===== config.mk =====
export PLATFORM = sky130hd
export DESIGN_NAME = bssel_cell
export DESIGN_NICKNAME = d
export VERILOG_FILES = /design/src/sv/best_score_variable_selector_macros.svh /design/src/sv/bssel_pkg.sv /design/src/sv/bssel_cell.sv
export SDC_FILE = /design/constraint.sdc
export NUM_CORES = 1
export LEC_CHECK = 0
export ABC_AREA = 1
export ABC_CLOCK_PERIOD_IN_PS = 5900
export BUFFER_PORTS_ARGS = -buffer_cell sky130_fd_sc_hd__buf_4
export CAP_MARGIN = 40
export CELL_PAD_IN_SITES_DETAIL_PLACEMENT = 0
export CELL_PAD_IN_SITES_GLOBAL_PLACEMENT = 1
export CORE_UTILIZATION = 42
export DETAILED_ROUTE_END_ITERATION = 7
export GPL_TIMING_DRIVEN = 0
export PLACE_DENSITY = 0.89
export SETUP_SLACK_MARGIN = 0.3
export SLEW_MARGIN = 30
export SYNTH_ARGS = -nofsm -noshare
export SYNTH_HDL_FRONTEND = slang
export SYNTH_SLANG_ARGS = --single-unit

===== constraint.sdc =====
create_clock -name i_clk -period 5.9 [get_ports i_clk]
set_input_delay 0.295 -clock i_clk [delete_from_list [all_inputs] [get_ports i_clk]]
set_output_delay 0.295 -clock i_clk [all_outputs]
set_load 0.005 [all_outputs]

===== src/sv/best_score_variable_selector_macros.svh =====
// ----------------------------------------------------------------------------
// Assertion macros for the best score variable selector
// Shared wrappers for the concurrent checks in the RTL.
// ----------------------------------------------------------------------------
`ifndef BEST_SCORE_VARIABLE_SELECTOR_MACROS_SVH
`define BEST_SCORE_VARIABLE_SELECTOR_MACROS_SVH

// check that is switched off while reset is asserted
`define BSSEL_ASSERT(name, clk, rst_n, prop, msg) \
    name: assert property (@(posedge clk) disable iff (!rst_n) prop) else $error(msg);

// check that also holds across reset
`define BSSEL_ASSERT_ALWAYS(name, clk, prop, msg) \
    name: assert property (@(posedge clk) prop) else $error(msg);

`endif


===== src/sv/bssel_pkg.sv =====
// ----------------------------------------------------------------------------
// bssel_pkg
// Types and fixed field widths of the best score variable selector.
// ----------------------------------------------------------------------------
package bssel_pkg;

    // fixed widths of the input and result fields
    localparam int MODE_BITS      = 2;
    localparam int VAR_INDEX_BITS = 6;
    localparam int DELTA_BITS     = 32;
    localparam int DOMAIN_IN_BITS = 16;
    localparam int SEL_INDEX_BITS = 6;

    // item opcodes
    typedef enum logic [MODE_BITS-1:0] {
        MODE_LOAD   = 2'd0,
        MODE_ADJUST = 2'd1,
        MODE_SELECT = 2'd2
    } t_mode;

    // controller states
    typedef enum logic {
        ST_IDLE = 1'b0,
        ST_SCAN = 1'b1
    } t_state;

    // strobes broadcast from the controller to every cell
    typedef struct packed {
        logic load;
        logic adjust;
        logic clear;
    } t_cell_ctrl;

endpackage


===== src/sv/bssel_cell.sv =====
// ----------------------------------------------------------------------------
// bssel_cell
// One table entry plus one stage of the selection chain. The entry takes
// load and adjust words addressed to it; the chain stage keeps the better
// of the incoming candidate and its own entry and passes it on each cycle.
// ----------------------------------------------------------------------------
module bssel_cell #(
    parameter int CELL_IDX    = 0,
    parameter int NUM_VARS    = 64,
    parameter int SCORE_BITS  = 32,
    parameter int DOMAIN_BITS = 16
) (
    input  logic                                         i_clk,
    input  logic                                         i_rst_n,
    input  bssel_pkg::t_cell_ctrl                        i_ctrl,
    input  logic [bssel_pkg::VAR_INDEX_BITS-1:0]         i_var_index,
    input  logic signed [bssel_pkg::DELTA_BITS-1:0]      i_primary_delta,
    input  logic signed [bssel_pkg::DELTA_BITS-1:0]      i_secondary_delta,
    input  logic [bssel_pkg::DOMAIN_IN_BITS-1:0]         i_domain_size,
    input  logic [$clog2(NUM_VARS)-1:0]                  i_clr_index,
    input  logic                                         i_cand_vld,
    input  logic signed [SCORE_BITS-1:0]                 i_cand_pri,
    input  logic signed [SCORE_BITS-1:0]                 i_cand_sec,
    input  logic [DOMAIN_BITS-1:0]                       i_cand_dom,
    input  logic [$clog2(NUM_VARS)-1:0]                  i_cand_idx,
    output logic                                         o_cand_vld,
    output logic signed [SCORE_BITS-1:0]                 o_cand_pri,
    output logic signed [SCORE_BITS-1:0]                 o_cand_sec,
    output logic [DOMAIN_BITS-1:0]                       o_cand_dom,
    output logic [$clog2(NUM_VARS)-1:0]                  o_cand_idx,
    output logic                                         o_remaining
);

    localparam int IW = $clog2(NUM_VARS);
    localparam int MW = (IW > bssel_pkg::VAR_INDEX_BITS) ? IW : bssel_pkg::VAR_INDEX_BITS;
    localparam int AW = ((SCORE_BITS > bssel_pkg::DELTA_BITS) ?
                         SCORE_BITS : bssel_pkg::DELTA_BITS) + 1;
    localparam logic signed [SCORE_BITS-1:0] SCORE_MAX = {1'b0, {(SCORE_BITS-1){1'b1}}};
    localparam logic signed [SCORE_BITS-1:0] SCORE_MIN = {1'b1, {(SCORE_BITS-1){1'b0}}};

    // saturating add: out of range when the score's sign bit and the bits above it differ
    function automatic logic signed [SCORE_BITS-1:0] sat_add(
        input logic signed [SCORE_BITS-1:0]            s,
        input logic signed [bssel_pkg::DELTA_BITS-1:0] d
    );
        logic signed [AW-1:0]       sum;
        logic [AW-SCORE_BITS:0]     top;
        sum = AW'(s) + AW'(d);
        top = sum[AW-1:SCORE_BITS-1];
        if ((&top) || !(|top)) begin
            sat_add = sum[SCORE_BITS-1:0];
        end else if (sum[AW-1]) begin
            sat_add = SCORE_MIN;
        end else begin
            sat_add = SCORE_MAX;
        end
    endfunction

    // entry storage
    logic                          r_flag;
    logic signed [SCORE_BITS-1:0]  r_pri;
    logic signed [SCORE_BITS-1:0]  r_sec;
    logic [DOMAIN_BITS-1:0]        r_dom;

    // chain stage
    logic                          r_cv;
    logic signed [SCORE_BITS-1:0]  r_cp;
    logic signed [SCORE_BITS-1:0]  r_cs;
    logic [DOMAIN_BITS-1:0]        r_cd;
    logic [IW-1:0]                 r_ci;

    logic w_hit;
    logic w_clr_hit;
    logic w_own_wins;

    assign w_hit     = (MW'(i_var_index) == MW'(CELL_IDX));
    assign w_clr_hit = (i_clr_index == IW'(CELL_IDX));

    // flag: set on load, cleared when this entry is the selected one
    always_ff @(posedge i_clk) begin
        if (!i_rst_n) begin
            r_flag <= 1'b0;
        end else if (i_ctrl.load && w_hit) begin
            r_flag <= 1'b1;
        end else if (i_ctrl.clear && w_clr_hit) begin
            r_flag <= 1'b0;
        end
    end

    // scores and domain size; adjusts only touch a remaining entry
    always_ff @(posedge i_clk) begin
        if (i_ctrl.load && w_hit) begin
            r_pri <= '0;
            r_sec <= '0;
            r_dom <= DOMAIN_BITS'(i_domain_size);
        end else if (i_ctrl.adjust && w_hit && r_flag) begin
            r_pri <= sat_add(r_pri, i_primary_delta);
            r_sec <= sat_add(r_sec, i_secondary_delta);
        end
    end

    // own entry replaces the candidate only when strictly better;
    // full ties keep the incoming, lower-index candidate
    always_comb begin
        w_own_wins = 1'b0;
        if (r_flag) begin
            if (!i_cand_vld) begin
                w_own_wins = 1'b1;
            end else if (r_pri != i_cand_pri) begin
                w_own_wins = (r_pri > i_cand_pri);
            end else if (r_sec != i_cand_sec) begin
                w_own_wins = (r_sec > i_cand_sec);
            end else begin
                w_own_wins = (r_dom > i_cand_dom);
            end
        end
    end

    // chain register
    always_ff @(posedge i_clk) begin
        if (!i_rst_n) begin
            r_cv <= 1'b0;
        end else begin
            r_cv <= i_cand_vld || r_flag;
        end
    end

    always_ff @(posedge i_clk) begin
        if (w_own_wins) begin
            r_cp <= r_pri;
            r_cs <= r_sec;
            r_cd <= r_dom;
            r_ci <= IW'(CELL_IDX);
        end else begin
            r_cp <= i_cand_pri;
            r_cs <= i_cand_sec;
            r_cd <= i_cand_dom;
            r_ci <= i_cand_idx;
        end
    end

    assign o_cand_vld  = r_cv;
    assign o_cand_pri  = r_cp;
    assign o_cand_sec  = r_cs;
    assign o_cand_dom  = r_cd;
    assign o_cand_idx  = r_ci;
    assign o_remaining = r_flag;

endmodule


# ---- Word level (Yosys, flattened, before mapping)
# Cells that the tools add are included.
dict set report classes {
  bitwise_logic 0
  multipliers 0
  eq_ne 2
  shift 0
  div 0
  n_addsub 2
  n_mux 13
  n_lt_le_gt_ge 3
  reduce_logical 16
}
# operator n
set ops {}
lappend ops {{2-to-1 mux 32 bit} 6}
lappend ops {{adder 32 x 32 -> 33 bit} 2}
lappend ops {{> comparator 32 bit} 2}
lappend ops {{!= test 32 bit} 2}
lappend ops {{> comparator 16 bit} 1}
lappend ops {{2-to-1 mux 16 bit} 1}
lappend ops {{zero test 6 bit} 2}
lappend ops {{2-to-1 mux 1 bit} 6}
lappend ops {{logical AND 1 bit} 4}
lappend ops {{AND reduction 2 bit} 2}
lappend ops {{OR reduction 2 bit} 2}
lappend ops {{logical OR 1 bit} 3}
lappend ops {{zero test 1 bit} 2}
lappend ops {{nonzero test 2 bit} 1}
dict set report totals {
  mem_bits_ro 0
  mem_count 0
  reg_bits 168
  input_bits 184
  ramBits 0
  output_inout_bits 88
  latchBits 0
}

# ---- Logic depth before layout (Yosys ltp)
dict set report depth {
  ltp_word 6
  depth_mapped 22
}

# ---- Worst setup path after synthesis
# Ideal clock, no wire load.
dict set report synth_path {
  kind {flip-flop to flip-flop}
  from {register r_pri[0]}
  to {register r_pri[22]}
  t_arrival_ps 2230
  path_buffers 1
  setup_ps 119
  slack_ps 3551
  required_ps 5781
  path_stages_with_launch 18
  path_cell_list {dfxtp_1 > ha_1 > inv_1 > fa_1 > nand3b_1 > nand2_1 > nand2_1 > nand3_1 > nand3_1 > nand2_1 > nand3_1 > nand2_1 > nand2_1 > nand2_1 > nor2_1 > nor2_2 > buf_2 > a21oi_1}
}
dict set report synth_between {
  elab_chain_cells 5
}
# element line_no
set synth_lines {}
lappend synth_lines {{from (decl)} bssel_cell.sv:61} ;# logic signed [SCORE_BITS-1:0] r_pri;
lappend synth_lines {{from (signal assigned)} bssel_cell.sv:97} ;# r_pri <= sat_add(r_pri, i_primary_delta);
lappend synth_lines {{adder 32 x 32 -> 33 bit *} bssel_cell.sv:48} ;# sum = AW'(s) + AW'(d);
lappend synth_lines {{OR reduction 2 bit} bssel_cell.sv:50} ;# if ((&top) || !(|top)) begin
lappend synth_lines {{zero test 1 bit} bssel_cell.sv:50}
lappend synth_lines {{logical OR 1 bit} bssel_cell.sv:50}
lappend synth_lines {{2-to-1 mux 32 bit *} bssel_cell.sv:50}
# Mark *: on every way between the ends. The rest lies on a longest branch, timed or not.
# A chain may end at the register's enable or synchronous reset.

# ---- Final worst setup path
dict set report layout_path {
  from {register r_pri[0]}
  to {register r_pri[26]}
}
# Same word-level chain as after synthesis.

==> metrics <==
hold path startpoint i_domain_size[10]; synthesized flop and latch total 168; vias in the first global route 11600; IO Pins 272; critical path type reg2reg; R2R setup slack 2.54 ns; synthesized instance count 1651; Port-buffer cells 271; clock share of power 41.0%; Slew HR 49.55%; pwr/cell area 184.4 mW/mm²; CTS HTree Levels 4; Max clock buf depth 2; row cnt 60; drt drc 0; remaining antenna violation count 0; TNS Setup 0 ns; average size of a mapped cell 7.131 µm²; worst-margin pin slew 0.7558 ns; ys flop type dfxtp_1; dpl hpwl 32.09 mm; P_sw 789.9 µW; largest net degree at the start of global routing 19; Clock Root Buffer clkbuf_16; Tot GR Track Use 27.32%; gr ovfl total 0; outcome completed; share of layout cells above drive strength 1 20.04%; initial DRC count 813; syn_nets 1981; hold-critical path endpoint r_dom[10]; startpoint types register; Final Cycle Share 57.00%; skew final 0.01854 ns; Critical Path Fanout Max 10; Area contributors post-synth dfxtp_1, ha_1, nand2_1; routability cong. 0.9399; Leak 0.007898 µW; CP endpoint kind register; asr flop ratio synth 0%; Worst-path clk slew 0.08 ns; switch share 28.84%; Max Cap Violations 0; reg2reg path depth 16; TritonCTS buffer count 17; Fmax 297.4 MHz; Nets 2273; WL final 39.44 mm; endpoints failing hold 0; Post-synth EDFFs 16; RR Endpoint r_pri[26]; Overall Power 2739 µW; Vert. Die Dim 169.4 µm; CTS sink count 168; post-synth top area cell dfxtp_1; Int Pwr 1949 µW; mapped cell area 0.01177 mm²; vias 12010; crit path DAT 3.74 ns; via/cell ratio 5.158; RR Startpoint r_pri[0]; sequential-to-total area share from yosys stat 29.93%; worst endpoint required time 6.28 ns; Die Area 0.02871 mm²; first-pass GRT wire length 60.43 mm; Die X 169.4 µm; drt first pass iters 8; initial core utilization 43.20%; RSZ-0062 raised after global routing false; peak supply drop 0.0001532 V; Final Max Slew Viols 0; P&R area growth vs syn 26.18%; min Tclk post-route 3.363 ns; initial antenna violation count 1; worst-skew pair later-pin latency 0.45 ns; Synth cell types 43; Combinational Power Share 15.3%; hold-critical path depth 1; Seq pwr share 43.7%; wire length per cell 16.93 µm; Post-CTS Setup Bufs 0; Hold Path Class in2reg; yosys warns 0; Setup-failing EPs final 0; TritonCTS clock tree built; Core Footprint 0.02725 mm²; top-area cell type share of the netlist area 25.84%
## Yosys cell counts, drive strengths merged, types with 4 or more instances
cell type  count
xnor2          6
a21o          16
clkbuf        17
buf           34
o21ai        109
nor3          13
a21oi        176
nor2          97
nand3b        10
dfxtp        152
a21boi         8
inv          159
xor2          36
o2111ai        4
edfxtp        16
ha           144
nand4         11
nand2        467
o211ai         7
o21bai         5
nand3        143
o21a           4
nor4           6
## timing repair
| action | CTS | global route |
|---|---|---|
| setup endpoints to repair | 0 | 0 |
| hold endpoints to repair | 0 | 2 |
| hold buffers | 0 | 2 |
| gates resized for setup | 0 | 0 |
## flip-flops by register name, summed over array words and instances, names as in the netlist, 6 cells and up
name	count
r_dom	16
o_cand_sec	32
r_pri	32
o_cand_dom	16
o_cand_pri	32
r_sec	32
o_cand_idx	6
## worst max-delay path by stage
stage	end	cells past startpoint	slack (ns)	from
3_3_place_gp	r_pri[26]	16	2.64	r_pri[0]
6_report	r_pri[26]	16	2.54	r_pri[0]
2_1_floorplan	r_pri[22]	17	3.55	r_pri[0]
3_5_place_dp	r_pri[26]	16	2.65	r_pri[0]
5_1_grt	r_pri[26]	16	2.38	r_pri[0]
4_1_cts	r_pri[26]	16	2.61	r_pri[0]
## cell usage in the layout (no fill, tap or decap), drive strengths merged, types with 6 or more instances in the layout
| cell type | instances |
|---|---|
| a21boi | 8 |
| a21o | 16 |
| a21oi | 176 |
| buf | 305 |
| clkbuf | 35 |
| dfxtp | 152 |
| edfxtp | 16 |
| ha | 144 |
| inv | 169 |
| nand2 | 467 |
| nand3 | 143 |
| nand3b | 10 |
| nand4 | 11 |
| nor2 | 97 |
| nor3 | 13 |
| nor4 | 6 |
| o211ai | 7 |
| o21ai | 109 |
| xnor2 | 6 |
| xor2 | 36 |
## logic make-up after synthesis
group | after synthesis | synth area share (%)
and+or+nand+nor | 752 | 28.59
AOI/OAI and AO/OA | 333 | 15.20
buffers and inverters | 210 | 7.524
DFF | 168 | 29.93
adders and majority gates | 146 | 15.64
xor gates and xnor gates | 42 | 3.124
## critical path, cell delays in order, from the launching register on
cell and delay (ns):
dfxtp_1 0.44, ha_1 0.22, inv_1 0.06, fa_1 0.39, nand3b_1 0.17, nand2_1 0.14, nand2_1 0.07, nand3_1 0.18
nand3_1 0.10, nand2_1 0.20, nand3_1 0.14, nand3_1 0.09, nand2_1 0.08, nand2_1 0.23, buf_2 0.36, nand3_1 0.21
a21oi_1 0.19
## per-stage QoR
step                worst slack, ns  cell area (µm²)  hold slack, ns  instances  util (%)
floorplan                     3.551            11770          0.3939       1651         -
finish                        2.537            14860         0.02646       2329     54.52
CTS                           2.605            14830        0.004650       2326     54.44
detailed placement            2.654            14270          0.4745       2294     52.38
global route                  2.382            14850        0.002122       2328     54.51
global placement              2.641            14270          0.4746       2294     52.38
## layer usage
layer	global-route usage [%]	part of all wire, %
met2	47.67	49
met4	6.933	1.5
met3	3.521	3.9
met1	35.45	46
met5	0	0
## area by class of cell
class,count,area [µm²]
Fill cell,2732,12390
Inverter,159,596.8
Multi-Input combinational cell,1273,7365
Antenna cell,1,2.502
Clock inverter,14,131.4
Timing Repair Buffer,273,2054
Clock buffer,18,429.2
Tap cell,372,465.4
Sequential cell,168,3523
Buffer,51,289.0
## power by group through the flow
stage               clock network, µW  registers [µW]  logic, µW
finish                           1120            1200        418
global route                     1180            1200        462
CTS                              1140            1200        416
detailed placement                  0            1220        413
global placement                    0            1220        411
floorplan                           0            1230        192
Note: power is estimated with default switching activity, not from simulation.
